`src/ttu_pkg.sv`:
```
// Shared constants, types and helpers for the Taylor trig unit.
`timescale 1ns / 1ps
package ttu_pkg;

  localparam int WORK_FRAC        = 40;
  localparam int ANGLE_FRAC_DEF   = 24;
  localparam int RESULT_FRAC_DEF  = 30;
  localparam int RES_W            = 48;
  localparam int EPS_W            = 30;
  localparam int MAXT_W           = 6;

  localparam logic signed [63:0] TWO_PI_W = 64'sh6487ED5110B;
  localparam logic signed [63:0] PI_W     = 64'sh3243F6A8886;
  localparam logic signed [48:0] ONE_W    = 49'sh1_0000_0000_00;

  localparam logic [1:0] FUNC_SIN = 2'd0;
  localparam logic [1:0] FUNC_COS = 2'd1;
  localparam logic [1:0] FUNC_TAN = 2'd2;
  localparam logic [1:0] FUNC_COT = 2'd3;

  localparam logic CFG_EPSILON   = 1'b0;
  localparam logic CFG_MAX_TERMS = 1'b1;

  typedef struct packed {
    logic start;
  } unit_ctrl_t;

  typedef struct packed {
    logic busy;
    logic done;
  } unit_stat_t;

  function automatic logic [63:0] mag64(input logic signed [63:0] v);
    mag64 = v[63] ? 64'(-v) : 64'(v);
  endfunction

  // Saturating pack of a sign and magnitude into the 48-bit two's-complement result.
  function automatic logic [RES_W-1:0] pack(input logic neg, input logic [63:0] m);
    logic [63:0] lim;
    logic [63:0] mm;
    lim = neg ? 64'h8000_0000_0000 : 64'h7FFF_FFFF_FFFF;
    mm  = (m > lim) ? lim : m;
    pack = neg ? RES_W'(64'(-mm)) : RES_W'(mm);
  endfunction

endpackage

```
`src/ttu_mul.sv`:
```
// Shared 48x48 multiplier that sums four 24x24 partial products in turn.
`timescale 1ns / 1ps
module ttu_mul import ttu_pkg::*; (
  input  logic         clk,
  input  logic         rst_n,
  input  unit_ctrl_t   ctrl,
  input  logic [47:0]  a,
  input  logic [47:0]  b,
  output unit_stat_t   stat,
  output logic [95:0]  prod
);

  logic        busy_r, busy_nxt;
  logic        done_r, done_nxt;
  logic [1:0]  step_r, step_nxt;
  logic [47:0] a_r, a_nxt, b_r, b_nxt;
  logic [95:0] acc_r, acc_nxt;

  logic [23:0] ah, bh;
  logic [47:0] pp;
  logic [6:0]  sh;

  always_comb begin
    ah = step_r[1] ? a_r[47:24] : a_r[23:0];
    bh = step_r[0] ? b_r[47:24] : b_r[23:0];
    pp = 48'(ah) * 48'(bh);
    sh = 7'(24 * (32'(step_r[1]) + 32'(step_r[0])));
    busy_nxt = busy_r;
    done_nxt = 1'b0;
    step_nxt = step_r;
    a_nxt    = a_r;
    b_nxt    = b_r;
    acc_nxt  = acc_r;
    if (ctrl.start && !busy_r) begin
      busy_nxt = 1'b1;
      step_nxt = 2'd0;
      a_nxt    = a;
      b_nxt    = b;
      acc_nxt  = '0;
    end else if (busy_r) begin
      acc_nxt  = acc_r + (96'(pp) << sh);
      step_nxt = step_r + 2'd1;
      if (step_r == 2'd3) begin
        busy_nxt = 1'b0;
        done_nxt = 1'b1;
      end
    end
  end

  always_ff @(posedge clk) begin
    if (!rst_n) begin
      busy_r <= 1'b0;
      done_r <= 1'b0;
      step_r <= 2'd0;
    end else begin
      busy_r <= busy_nxt;
      done_r <= done_nxt;
      step_r <= step_nxt;
    end
    a_r   <= a_nxt;
    b_r   <= b_nxt;
    acc_r <= acc_nxt;
  end

  assign stat.busy = busy_r;
  assign stat.done = done_r;
  assign prod      = acc_r;

endmodule

```
`src/ttu_div.sv`:
```
// Bit-serial restoring divider for the tangent and cotangent quotient, saturating at 49 bits.
`timescale 1ns / 1ps
module ttu_div import ttu_pkg::*; #(
  parameter int RESULT_FRAC_BITS = RESULT_FRAC_DEF
) (
  input  logic        clk,
  input  logic        rst_n,
  input  unit_ctrl_t  ctrl,
  input  logic [63:0] num,
  input  logic [63:0] den,
  output unit_stat_t  stat,
  output logic [48:0] quo
);

  localparam int NW  = 64 + RESULT_FRAC_BITS;
  localparam int CW  = $clog2(NW + 1);

  logic          busy_r, busy_nxt;
  logic          done_r, done_nxt;
  logic          ovf_r, ovf_nxt;
  logic [CW-1:0] cnt_r, cnt_nxt;
  logic [NW-1:0] dvd_r, dvd_nxt;
  logic [63:0]   den_r, den_nxt;
  logic [63:0]   rem_r, rem_nxt;
  logic [48:0]   q_r, q_nxt;
  logic [64:0]   r2;

  always_comb begin
    r2       = {rem_r, dvd_r[NW-1]};
    busy_nxt = busy_r;
    done_nxt = 1'b0;
    ovf_nxt  = ovf_r;
    cnt_nxt  = cnt_r;
    dvd_nxt  = dvd_r;
    den_nxt  = den_r;
    rem_nxt  = rem_r;
    q_nxt    = q_r;
    if (ctrl.start && !busy_r) begin
      busy_nxt = 1'b1;
      ovf_nxt  = 1'b0;
      cnt_nxt  = '0;
      dvd_nxt  = {num, {RESULT_FRAC_BITS{1'b0}}};
      den_nxt  = den;
      rem_nxt  = '0;
      q_nxt    = '0;
    end else if (busy_r) begin
      dvd_nxt = {dvd_r[NW-2:0], 1'b0};
      if (q_r[48]) ovf_nxt = 1'b1;
      if (r2 >= {1'b0, den_r}) begin
        rem_nxt = 64'(r2 - {1'b0, den_r});
        q_nxt   = {q_r[47:0], 1'b1};
      end else begin
        rem_nxt = r2[63:0];
        q_nxt   = {q_r[47:0], 1'b0};
      end
      cnt_nxt = cnt_r + CW'(1);
      if (cnt_r == CW'(NW - 1)) begin
        busy_nxt = 1'b0;
        done_nxt = 1'b1;
      end
    end
  end

  always_ff @(posedge clk) begin
    if (!rst_n) begin
      busy_r <= 1'b0;
      done_r <= 1'b0;
      cnt_r  <= '0;
    end else begin
      busy_r <= busy_nxt;
      done_r <= done_nxt;
      cnt_r  <= cnt_nxt;
    end
    ovf_r <= ovf_nxt;
    dvd_r <= dvd_nxt;
    den_r <= den_nxt;
    rem_r <= rem_nxt;
    q_r   <= q_nxt;
  end

  assign stat.busy = busy_r;
  assign stat.done = done_r;
  assign quo       = ovf_r ? '1 : q_r;

endmodule

```
`src/taylor_trig_unit_top.sv`:
```
// Top level of the Taylor-series sine, cosine, tangent and cotangent unit.
//
//  channel   ports                                    beat taken when
//  --------  ---------------------------------------  ----------------------
//  input     start, busy, in_func, in_angle           start & !busy
//  result    out_valid, out_result, out_undefined     out_valid (one cycle)
//  config    cfg_we, cfg_index, cfg_wdata             cfg_we
//
// Reduction adds or subtracts 2*pi per step until the angle lies in (-pi,
// pi], then the square, then each series term as a shared multiply plus a
// radix-16 divide by the term constant. Tangent/cotangent runs both series
// then a bit-serial quotient. One beat at a time; busy is high throughout.
// Synchronous active-low reset restores epsilon 1, max_terms 16.
// The result strobe lasts one cycle; the receiver cannot stall.
`timescale 1ns / 1ps
module taylor_trig_unit_top import ttu_pkg::*; #(
  parameter int ANGLE_FRAC_BITS  = ANGLE_FRAC_DEF,
  parameter int RESULT_FRAC_BITS = RESULT_FRAC_DEF
) (
  input  logic                    clk,
  input  logic                    rst_n,
  input  logic                    start,
  output logic                    busy,
  input  logic [1:0]              in_func,
  input  logic signed [31:0]      in_angle,
  output logic                    out_valid,
  output logic signed [RES_W-1:0] out_result,
  output logic                    out_undefined,
  input  logic                    cfg_we,
  input  logic                    cfg_index,
  input  logic [EPS_W-1:0]        cfg_wdata
);

  localparam int XSH = WORK_FRAC - ANGLE_FRAC_BITS;
  localparam int RSH = WORK_FRAC - RESULT_FRAC_BITS;
  localparam int TDIV_LAST = 48 / 4 - 1;

  typedef enum logic [3:0] {
    S_IDLE, S_REDUCE, S_SQ_WAIT, S_SER_INIT, S_TERM_CHK,
    S_MUL_WAIT, S_TDIV, S_SER_DONE, S_Q_WAIT
  } state_t;

  state_t state_r, state_nxt;

  logic [EPS_W-1:0]        eps_r, eps_nxt;
  logic [MAXT_W-1:0]       maxt_r, maxt_nxt;
  logic [1:0]              func_r, func_nxt;
  logic signed [63:0]      x_r, x_nxt;
  logic [47:0]             x2_r, x2_nxt;
  logic                    sine_r, sine_nxt;
  logic signed [48:0]      term_r, term_nxt;
  logic signed [63:0]      sum_r, sum_nxt;
  logic signed [63:0]      s_r, s_nxt;
  logic [MAXT_W-1:0]       n_r, n_nxt;
  logic [13:0]             d_r, d_nxt;
  logic [47:0]             dvd_r, dvd_nxt;
  logic [13:0]             rem_r, rem_nxt;
  logic [3:0]              tcnt_r, tcnt_nxt;
  logic                    neg_r, neg_nxt;
  logic                    out_valid_r, out_valid_nxt;
  logic [RES_W-1:0]        out_result_r, out_result_nxt;
  logic                    out_undef_r, out_undef_nxt;

  unit_ctrl_t  mul_ctrl, div_ctrl;
  unit_stat_t  mul_stat, div_stat;
  logic [47:0] mul_a, mul_b;
  logic [95:0] mul_prod;
  logic [63:0] div_num, div_den;
  logic [48:0] div_quo;

  logic [63:0] eps_w;
  logic [63:0] x_mag;
  logic [48:0] term_abs;
  logic [47:0] term_mag;
  logic [6:0]  k;
  logic [13:0] d_calc;
  logic [14:0] r2;
  logic [13:0] rem_t;
  logic [47:0] dvd_t;
  logic [63:0] sum_mag, sum_rnd;
  logic signed [63:0] num_v, den_v;

  ttu_mul u_mul (
    .clk   (clk),
    .rst_n (rst_n),
    .ctrl  (mul_ctrl),
    .a     (mul_a),
    .b     (mul_b),
    .stat  (mul_stat),
    .prod  (mul_prod)
  );

  ttu_div #(.RESULT_FRAC_BITS(RESULT_FRAC_BITS)) u_div (
    .clk   (clk),
    .rst_n (rst_n),
    .ctrl  (div_ctrl),
    .num   (div_num),
    .den   (div_den),
    .stat  (div_stat),
    .quo   (div_quo)
  );

  always_comb begin
    eps_w    = {24'd0, eps_r, 10'd0};
    x_mag    = mag64(x_r);
    term_abs = term_r[48] ? 49'(-term_r) : 49'(term_r);
    term_mag = term_abs[47:0];
    k        = {n_r, 1'b0};
    d_calc   = sine_r ? 14'(k) * (14'(k) + 14'd1) : (14'(k) - 14'd1) * 14'(k);
    sum_mag  = mag64(sum_r);
    sum_rnd  = (sum_mag + ((64'd1 << RSH) >> 1)) >> RSH;
    num_v    = (func_r == FUNC_TAN) ? s_r : sum_r;
    den_v    = (func_r == FUNC_TAN) ? sum_r : s_r;

    // radix-16 step of the term divide: four restoring steps on narrow values
    rem_t = rem_r;
    dvd_t = dvd_r;
    for (int i = 0; i < 4; i++) begin
      r2    = {rem_t, dvd_t[47]};
      dvd_t = {dvd_t[46:0], 1'b0};
      if (r2 >= {1'b0, d_r}) begin
        rem_t    = 14'(r2 - {1'b0, d_r});
        dvd_t[0] = 1'b1;
      end else begin
        rem_t = r2[13:0];
      end
    end

    state_nxt      = state_r;
    eps_nxt        = eps_r;
    maxt_nxt       = maxt_r;
    func_nxt       = func_r;
    x_nxt          = x_r;
    x2_nxt         = x2_r;
    sine_nxt       = sine_r;
    term_nxt       = term_r;
    sum_nxt        = sum_r;
    s_nxt          = s_r;
    n_nxt          = n_r;
    d_nxt          = d_r;
    dvd_nxt        = dvd_r;
    rem_nxt        = rem_r;
    tcnt_nxt       = tcnt_r;
    neg_nxt        = neg_r;
    out_valid_nxt  = 1'b0;
    out_result_nxt = out_result_r;
    out_undef_nxt  = out_undef_r;
    mul_ctrl.start = 1'b0;
    mul_a          = term_mag;
    mul_b          = x2_r;
    div_ctrl.start = 1'b0;
    div_num        = mag64(num_v);
    div_den        = mag64(den_v);

    if (cfg_we) begin
      unique case (cfg_index)
        CFG_EPSILON:   eps_nxt  = cfg_wdata;
        CFG_MAX_TERMS: maxt_nxt = cfg_wdata[MAXT_W-1:0];
        default:       ;
      endcase
    end

    unique case (state_r)
      S_IDLE: begin
        if (start) begin
          func_nxt  = in_func;
          x_nxt     = {{32{in_angle[31]}}, in_angle} <<< XSH;
          state_nxt = S_REDUCE;
        end
      end
      S_REDUCE: begin
        if (x_r > PI_W) begin
          x_nxt = x_r - TWO_PI_W;
        end else if (x_r <= -PI_W) begin
          x_nxt = x_r + TWO_PI_W;
        end else begin
          mul_ctrl.start = 1'b1;
          mul_a          = x_mag[47:0];
          mul_b          = x_mag[47:0];
          state_nxt      = S_SQ_WAIT;
        end
      end
      S_SQ_WAIT: begin
        if (mul_stat.done) begin
          x2_nxt    = mul_prod[WORK_FRAC +: 48];
          sine_nxt  = (func_r != FUNC_COS);
          state_nxt = S_SER_INIT;
        end
      end
      S_SER_INIT: begin
        term_nxt  = sine_r ? x_r[48:0] : ONE_W;
        sum_nxt   = sine_r ? x_r : 64'(ONE_W);
        n_nxt     = MAXT_W'(1);
        state_nxt = S_TERM_CHK;
      end
      S_TERM_CHK: begin
        if ((64'(term_mag) > eps_w) && (n_r < maxt_r)) begin
          mul_ctrl.start = 1'b1;
          d_nxt          = d_calc;
          state_nxt      = S_MUL_WAIT;
        end else begin
          state_nxt = S_SER_DONE;
        end
      end
      S_MUL_WAIT: begin
        if (mul_stat.done) begin
          dvd_nxt   = mul_prod[WORK_FRAC +: 48];
          rem_nxt   = '0;
          tcnt_nxt  = '0;
          state_nxt = S_TDIV;
        end
      end
      S_TDIV: begin
        dvd_nxt  = dvd_t;
        rem_nxt  = rem_t;
        tcnt_nxt = tcnt_r + 4'd1;
        if (tcnt_r == 4'(TDIV_LAST)) begin
          // alternate sign against the previous term
          term_nxt  = term_r[48] ? $signed({1'b0, dvd_t}) : -$signed({1'b0, dvd_t});
          sum_nxt   = sum_r + 64'(term_nxt);
          n_nxt     = n_r + MAXT_W'(1);
          state_nxt = S_TERM_CHK;
        end
      end
      S_SER_DONE: begin
        if (func_r == FUNC_SIN || func_r == FUNC_COS) begin
          out_result_nxt = pack(sum_r[63], sum_rnd);
          out_undef_nxt  = 1'b0;
          out_valid_nxt  = 1'b1;
          state_nxt      = S_IDLE;
        end else if (sine_r) begin
          s_nxt     = sum_r;
          sine_nxt  = 1'b0;
          state_nxt = S_SER_INIT;
        end else if (den_v == 64'sd0 || mag64(den_v) < eps_w) begin
          out_result_nxt = '0;
          out_undef_nxt  = 1'b1;
          out_valid_nxt  = 1'b1;
          state_nxt      = S_IDLE;
        end else begin
          div_ctrl.start = 1'b1;
          neg_nxt        = num_v[63] ^ den_v[63];
          state_nxt      = S_Q_WAIT;
        end
      end
      S_Q_WAIT: begin
        if (div_stat.done) begin
          out_result_nxt = pack(neg_r, 64'(div_quo));
          out_undef_nxt  = 1'b0;
          out_valid_nxt  = 1'b1;
          state_nxt      = S_IDLE;
        end
      end
      default: state_nxt = S_IDLE;
    endcase
  end

  always_ff @(posedge clk) begin
    if (!rst_n) begin
      state_r     <= S_IDLE;
      eps_r       <= EPS_W'(1);
      maxt_r      <= MAXT_W'(16);
      out_valid_r <= 1'b0;
    end else begin
      state_r     <= state_nxt;
      eps_r       <= eps_nxt;
      maxt_r      <= maxt_nxt;
      out_valid_r <= out_valid_nxt;
    end
    func_r       <= func_nxt;
    x_r          <= x_nxt;
    x2_r         <= x2_nxt;
    sine_r       <= sine_nxt;
    term_r       <= term_nxt;
    sum_r        <= sum_nxt;
    s_r          <= s_nxt;
    n_r          <= n_nxt;
    d_r          <= d_nxt;
    dvd_r        <= dvd_nxt;
    rem_r        <= rem_nxt;
    tcnt_r       <= tcnt_nxt;
    neg_r        <= neg_nxt;
    out_result_r <= out_result_nxt;
    out_undef_r  <= out_undef_nxt;
  end

  assign busy          = (state_r != S_IDLE);
  assign out_valid     = out_valid_r;
  assign out_result    = out_result_r;
  assign out_undefined = out_undef_r;

  // a result beat only follows work in progress
  a_valid_after_busy: assert property (@(posedge clk) disable iff (!rst_n)
    out_valid |-> $past(busy)) else $error("result beat without work");

  // undefined results are forced to zero
  a_undef_zero: assert property (@(posedge clk) disable iff (!rst_n)
    (out_valid && out_undefined) |-> (out_result == '0)) else $error("undefined result not zero");

  // sine and cosine never flag undefined
  a_sincos_def: assert property (@(posedge clk) disable iff (!rst_n)
    (out_valid && (func_r == FUNC_SIN || func_r == FUNC_COS)) |-> !out_undefined)
    else $error("undefined on sine or cosine");

  // the shared units are only seen busy while the sequencer is
  a_units_idle: assert property (@(posedge clk) disable iff (!rst_n)
    (mul_stat.busy || div_stat.busy) |-> busy) else $error("unit busy while idle");

endmodule
```
`config.mk`:
```
export PLATFORM = sky130hd
export DESIGN_NAME = taylor_trig_unit_top
export DESIGN_NICKNAME = d
export VERILOG_FILES = /design/src/ttu_pkg.sv /design/src/ttu_mul.sv /design/src/ttu_div.sv /design/src/taylor_trig_unit_top.sv
export SDC_FILE = /design/constraint.sdc
export NUM_CORES = 2
export LEC_CHECK = 0
export BUFFER_PORTS_ARGS = -buffer_cell sky130_fd_sc_hd__clkbuf_2
export CAP_MARGIN = 0
export CORE_ASPECT_RATIO = 1.25
export CORE_MARGIN = 2
export CORE_UTILIZATION = 29
export DETAILED_ROUTE_END_ITERATION = 12
export GPL_ROUTABILITY_DRIVEN = 1
export PLACE_DENSITY = 0.4
export SYNTH_ARGS = -nofsm -noshare
export SYNTH_HDL_FRONTEND = slang
export SYNTH_SLANG_ARGS = --single-unit
```
`constraint.sdc`:
```
create_clock -name clk -period 14.2 [get_ports clk]
set_clock_uncertainty 0.1 [all_clocks]
set_input_delay 2.84 -clock clk [delete_from_list [all_inputs] [get_ports clk]]
set_output_delay 2.84 -clock clk [all_outputs]
set_load 0.02 [all_outputs]
```
## Word-level counts from Yosys, hierarchy flattened

Index checks and enable logic that the tools add are counted.
W data, S select, Z words.

- Register bits after elaboration: 916
- ROM bits: 0
- Output and inout port bits: 51
- Word-level logic and storage cells: 243
- Bits of input ports: 69
- Memories kept: 0
- Bits in latches: 0
- Bits in writable memories: 0

- Shift operators: 1
- $lt $le $gt $ge: 12
- Multiplexer cells: 100
- Equal/unequal tests: 25
- Divide/modulo/power cells: 0
- Bitwise logic cells: 8
- $add $sub $neg: 25
- Multipliers: 4
- Reduce and logical (&&, ||, !) cells: 35

Operators with widths:

| operator | number |
|---|---|
| $mux W48 | 19 |
| $mux W64 | 11 |
| $pmux W64 S2 | 2 |
| $mux W49 | 4 |
| $neg A48 Y48 | 4 |
| $neg A64 Y64 | 3 |
| $pmux W48 S2 | 2 |
| $mux W94 | 2 |
| $pmux W49 S2 | 1 |
| $add A96 B96 Y96 | 1 |
| $shl A48 B7 Y96 | 1 |
| $mux W14 | 6 |
| $ge A65 B64 Y1 | 1 |
| $add A64 B10 Y64 const B | 1 |
| $add A64 B44 Y64 const B | 1 |
| $add A64 B49 Y64 | 1 |
| $gt A64 B43 Y1 const B | 1 |
| $le A64 B43 Y1 const B | 1 |
| $logic_not A64 Y1 | 1 |
| $lt A64 B40 Y1 | 1 |
| $sub A64 B44 Y64 const B | 1 |
| $sub A64 B64 Y64 | 1 |
| $ge A15 B14 Y1 | 4 |
| $sub A14 B14 Y14 | 4 |
| 51 further kinds | 136 |

## Logic depth before layout (Yosys ltp)

- Word-level depth: 13
- Gate-level depth with buffers: 80
- Depth with buffers taken out: 73

## Hierarchy

A second synthesis with hierarchy kept.

- Cell total of the unflattened synthesis: 11,421
- Area total of the unflattened synthesis: 96,421.2 µm²

Modules (own cells, without submodules):

| module | area an instance (µm²) | cells each | instances |
|---|---|---|---|
| taylor_trig_unit_top | 49,359.8 | 5,998 | 1 |
| ttu_mul | 33,413.3 | 3,990 | 1 |
| ttu_div | 13,648.1 | 1,433 | 1 |

## Worst setup path after synthesis

Ideal clock, no wire load.

- Path kind: flip-flop to flip-flop
- Start: reg d_r[2]
- End: reg sum_r[61] (data pin)
- Data required time: 13.832 ns
- Setup slack: -0.800 ns
- Cell stages (with the launch flop): 76
- Arrival: 14.632 ns
- Path buffers: 7
- Period minus slack after synthesis: 15.000 ns
- Cells stage by stage: edfxtp_1 > inv_1 > fa_1 > a21o_1 > a21oi_1 > o21ai_0 > a21oi_1 > o21ai_0 > a21oi_1 > o21ai_1 > clkbuf_1 > mux2_2 > ha_1 > nor2b_1 > o21ai_0 > a21boi_0 > o21ai_0 > a21boi_0 > [40 not listed] > o21ai_0 > xnor2_1 > ha_1 > o21ai_0 > or3b_2 > a31oi_1 > nor3b_1 > o32ai_1 > a221o_1 > a21oi_1 > o211a_1 > o21ai_0 > o21ai_0 > a21boi_0 > a211oi_1 > o21ai_0 > xnor2_1 > o21ai_0

- Word-level cells in the longest chain between the ends: 13
- Elaborated cells on any way between the ends: 19

Ends and longest elaborated chain:

| item | line | RTL |
|---|---|---|
| from (decl) | taylor_trig_unit_top.sv:55 | `logic [13:0] d_r, d_nxt;` |
| from (signal assigned) | taylor_trig_unit_top.sv:278 | `d_r <= d_nxt;` |
| $sub A14 B14 Y14 / $ge A15 B14 Y1 (equally long branches) | taylor_trig_unit_top.sv:122, taylor_trig_unit_top.sv:121 |  |
| $mux W14 | taylor_trig_unit_top.sv:121 | `if (r2 >= {1'b0, d_r}) begin` |
| $sub A14 B14 Y14 / $ge A15 B14 Y1 (equally long branches) | taylor_trig_unit_top.sv:122, taylor_trig_unit_top.sv:121 |  |
| $mux W14 | taylor_trig_unit_top.sv:121 |  |
| $sub A14 B14 Y14 / $ge A15 B14 Y1 (equally long branches) | taylor_trig_unit_top.sv:122, taylor_trig_unit_top.sv:121 |  |
| $mux W14 | taylor_trig_unit_top.sv:121 |  |
| $ge A15 B14 Y1 | taylor_trig_unit_top.sv:121 |  |
| $mux W1 | taylor_trig_unit_top.sv:121 |  |
| $neg A48 Y49 | taylor_trig_unit_top.sv:219 | `term_nxt = term_r[48] ? $signed({1'b0, dvd_t}) : -$signed({1'b0, dvd_t});` |
| $mux W49 (*) | taylor_trig_unit_top.sv:219 |  |
| $add A64 B49 Y64 (*) | taylor_trig_unit_top.sv:220 | `sum_nxt = sum_r + 64'(term_nxt);` |
| $mux W64 (*) | taylor_trig_unit_top.sv:217 | `if (tcnt_r == 4'(TDIV_LAST)) begin` |
| $pmux W64 S2 (*) | taylor_trig_unit_top.sv:163 | `unique case (state_r)` |
| net sum_nxt[61] | taylor_trig_unit_top.sv:52 | `logic signed [63:0] sum_r, sum_nxt;` |
| to (signal assigned) | taylor_trig_unit_top.sv:275 | `sum_r <= sum_nxt;` |
| to (decl) | taylor_trig_unit_top.sv:52 |  |

Mark *: on every way through the listed nets, which the timed path passes. The rest lies on a longest branch. The select of a mux whose other input is x is not followed.
A chain may end at the register's enable or synchronous reset.

## Worst setup path after layout

- Start: reg d_r[1]
- End: reg sum_r[63] (data pin)

Same word-level chain as after synthesis.

==> impl_metrics.tcl <==
set metrics [dict create \
    finish.net_count 12559 \
    place.port_buffers 119 \
    crit_required_ns 14.60 \
    run_status "finished, final reports clean" \
    dpl_cell_area_mm2 0.102 \
    hold_path_class "flip-flop to flip-flop" \
    grt_util_all_layers_pct 23.3 \
    netlist_top_cells_count "nand2_1, inv_1, nor2_1" \
    tritoncts_num_sinks 907 \
    rows 232 \
    post-route-drc-count 0 \
    yosys.area.top_type_share_pct 21.1 \
    routed_wire_length_per_instance_um 24.7 \
    critPathSlowestCell "edfxtp_1" \
    cts_buffer_depth 3 \
    overflow 0 \
    chipHeight_um 636 \
    clock-root-buffer "clkbuf_16" \
    timing.critical_path.fanout_max 5 \
    seqCellArea_mm2 0.0247 \
    synth-async-reset-ratio_pct 0 \
    routed-via-count 82036 \
    nFillCells 33447 \
    timing.critical_path.to_type "flip-flop" \
    cp.arrival_ns 13.86 \
    multiInputGateArea_mm2 0.0632 \
    synth_top_cell_by_area "edfxtp_1" \
    yosysUniqueCellTypes 105 \
    final_core_utilization_pct 33.3 \
    finalSetupViolCount 0 \
    grt_first_pass_wirelength_um 567000 \
    cp_dominant_cell_by_count "buf_4" \
    critical_path.startpoint_type "flip-flop" \
    syn-cell-area_mm2 0.0928 \
    synthesis.yosys.warnings 0 \
    worst_slew_pin_slew_ns 1.21 \
    post_synth_inst_count 10882 \
    cts_max_level 3 \
    crit_path_max_incr_delay_ns 0.40 \
    ys_seq_elements 907 \
    pin_count_of_the_biggest_net_entering_global_routing 98 \
    clk_transition_reported_paths_ns 0.06 \
    clock_insertion_delay_worst_skew_ns 0.77 \
    area_delta_synth_final_pct 14.5 \
    viasPerCell 5.27 \
    io-pin-count 120 \
    synth_sequential_area_ratio_pct 26.6 \
    fp.dieW_um 510 \
    via_count_of_the_first_global_routing_pass 83954 \
    layout-drive-gt1-share_pct 11.9 \
    initial_core_util_pct 29.1 \
    max-cap-violations 0 \
    final-max-slew-violation-count 0 \
    postRouteWirelength_um 384000 \
    syn-mean-instance-area_um2 8.53 \
    achievable-frequency_mhz 74.3 \
    crit_type "flip-flop to flip-flop" \
    fp.coreArea_mm2 0.319 \
    synth.top_cells.by_area "edfxtp_1, fa_1, ha_1" \
    hold_buffer_count_at_cts 0 \
    design.die.area_mm2 0.324 \
    final_weighted_congestion_of_routability_driven_global_placement 0.922 \
    drt_first_iter_violations 5552 \
    synth_edf_count 651 \
    tritoncts "built" \
    yosys.cell_count.top_type "nand2_1" \
    design_area_mm2 0.106 \
    timing.final.crit_share_pct 94.8 \
    number_of_buffers_created_by_cts 116 \
    number_of_antenna_violations_at_the_first_check_in_global_routing 7 \
    grt_setup_unrepaired "true" \
    detail_route.first_pass.iterations 6 \
    max-slew-margin-rel_pct 18.6 \
    finalCriticalPeriod_ns 13.46 \
    final_antenna_net_count 0 \
    synth-main-ff-cell "edfxtp_1" \
    final-hold-violation-count 0 \
    detailedPlacementHpwl_um 307000 \
    holdWs_ns 0.362 \
]
-- flip-flops by register name, summed over array words and instances, names as in the netlist, 4 cells and up --
name and count:
dvd_r 48, sum_r 64, d_r 13, u_mul.b_r 48, maxt_r 6, term_r 49, tcnt_r 4, u_mul.a_r 48
state_r 4, x2_r 48, x_r 64, u_div.rem_r 64, u_mul.prod 88, n_r 6, u_div.den_r 64, u_div.dvd_r 64
eps_r 30, u_div.cnt_r 7, u_div.q_r 49, s_r 64, out_result 48, rem_r 14
-- kinds of logic (layout without fill, tap and decap cells) --
logic type / count (synthesis) / count (layout) / synth area share, %
simple gates: 3597 / 3597 / 17.8
compound gates: 2580 / 2580 / 17.6
buf+inv: 1465 / 1922 / 6.02
fa+ha+maj: 1249 / 1249 / 21.1
flops: 907 / 907 / 26.6
xor+xnor: 721 / 721 / 6.81
mux: 361 / 361 / 4.08
other cells: 2 / 10 / 0.00810
-- path summary, 6_finish.rpt --
| check | from | end | slack [ns] | cells past startpoint |
|---|---|---|---|---|
| worst max-delay path | d_r[1] | sum_r[63] | 0.74 | 78 |
| worst min-delay path | u_mul.prod[5] | u_mul.prod[5] | 0.36 | 2 |
| worst max register to register | d_r[1] | sum_r[63] | 0.74 | 78 |
| worst min register to register | u_mul.prod[5] | u_mul.prod[5] | 0.36 | 2 |
-- critical path, delay by kind of cell, from the launching register on --
kind / cells / cell delay [ns]
mux: 2 / 0.57
xor+xnor: 3 / 0.44
buf+inv: 18 / 2.29
flops: 1 / 0.40
fa+ha+maj: 7 / 1.67
simple gates: 9 / 1.61
compound gates: 39 / 6.09
-- metrics by stage --
step	setup WS, ns	std cells	setup TNS, ns
6_report	0.740	15559	0
5_1_grt	-0.0581	15555	-0.117
4_1_cts	0.0208	15540	0
3_5_place_dp	-1.27	15304	-20.24
3_3_place_gp	-1.23	15304	-19.97
2_1_floorplan	0.0405	10884	0
-- layout make-up --
cell class                      instances  area share (%)
Antenna cell                            6          0.0141
Clock buffer                          151            3.05
Clock inverter                         67           0.702
Inverter                              915            3.23
Multi-Input combinational cell       8512            59.5
Sequential cell                       907            23.2
Tap cell                             4212            4.96
Timing Repair Buffer                  789            5.33
-- layer usage --
layer	track usage [%]	vias up	part of all wire (%)
met5	0	-	0.0065
met3	1.97	664	3.3
met4	12.5	4	6.4
met2	41.4	2053	50
met1	27.6	40547	40
li1	-	38768	-
-- cells in the final DEF (no fill, tap or decap), drive strengths merged, types with 97 or more instances in the layout --
cell type / Yosys / final
clkbuf: 452 / 270
and2: 97 / 97
nand2b: 106 / 106
nand3: 206 / 206
inv: 913 / 920
nand2: 1496 / 1496
nor2: 873 / 873
xnor2: 394 / 394
a21o: 264 / 264
buf: 98 / 670
ha: 718 / 718
dfxtp: 256 / 256
mux2i: 226 / 226
mux2: 135 / 135
nand4: 130 / 130
fa: 531 / 531
o21ai: 680 / 680
edfxtp: 651 / 651
xor2: 327 / 327
a21oi: 729 / 729
nor3: 168 / 168
-- timing repair --
item	CTS	global route
resized for setup	34	71
endpoints found under the setup margin	32	37
pin swaps	18	52
buffers inserted	18	13
Power is not shown: default switching activity piles up to over one toggle a cycle in this logic, so the estimate is an artifact.
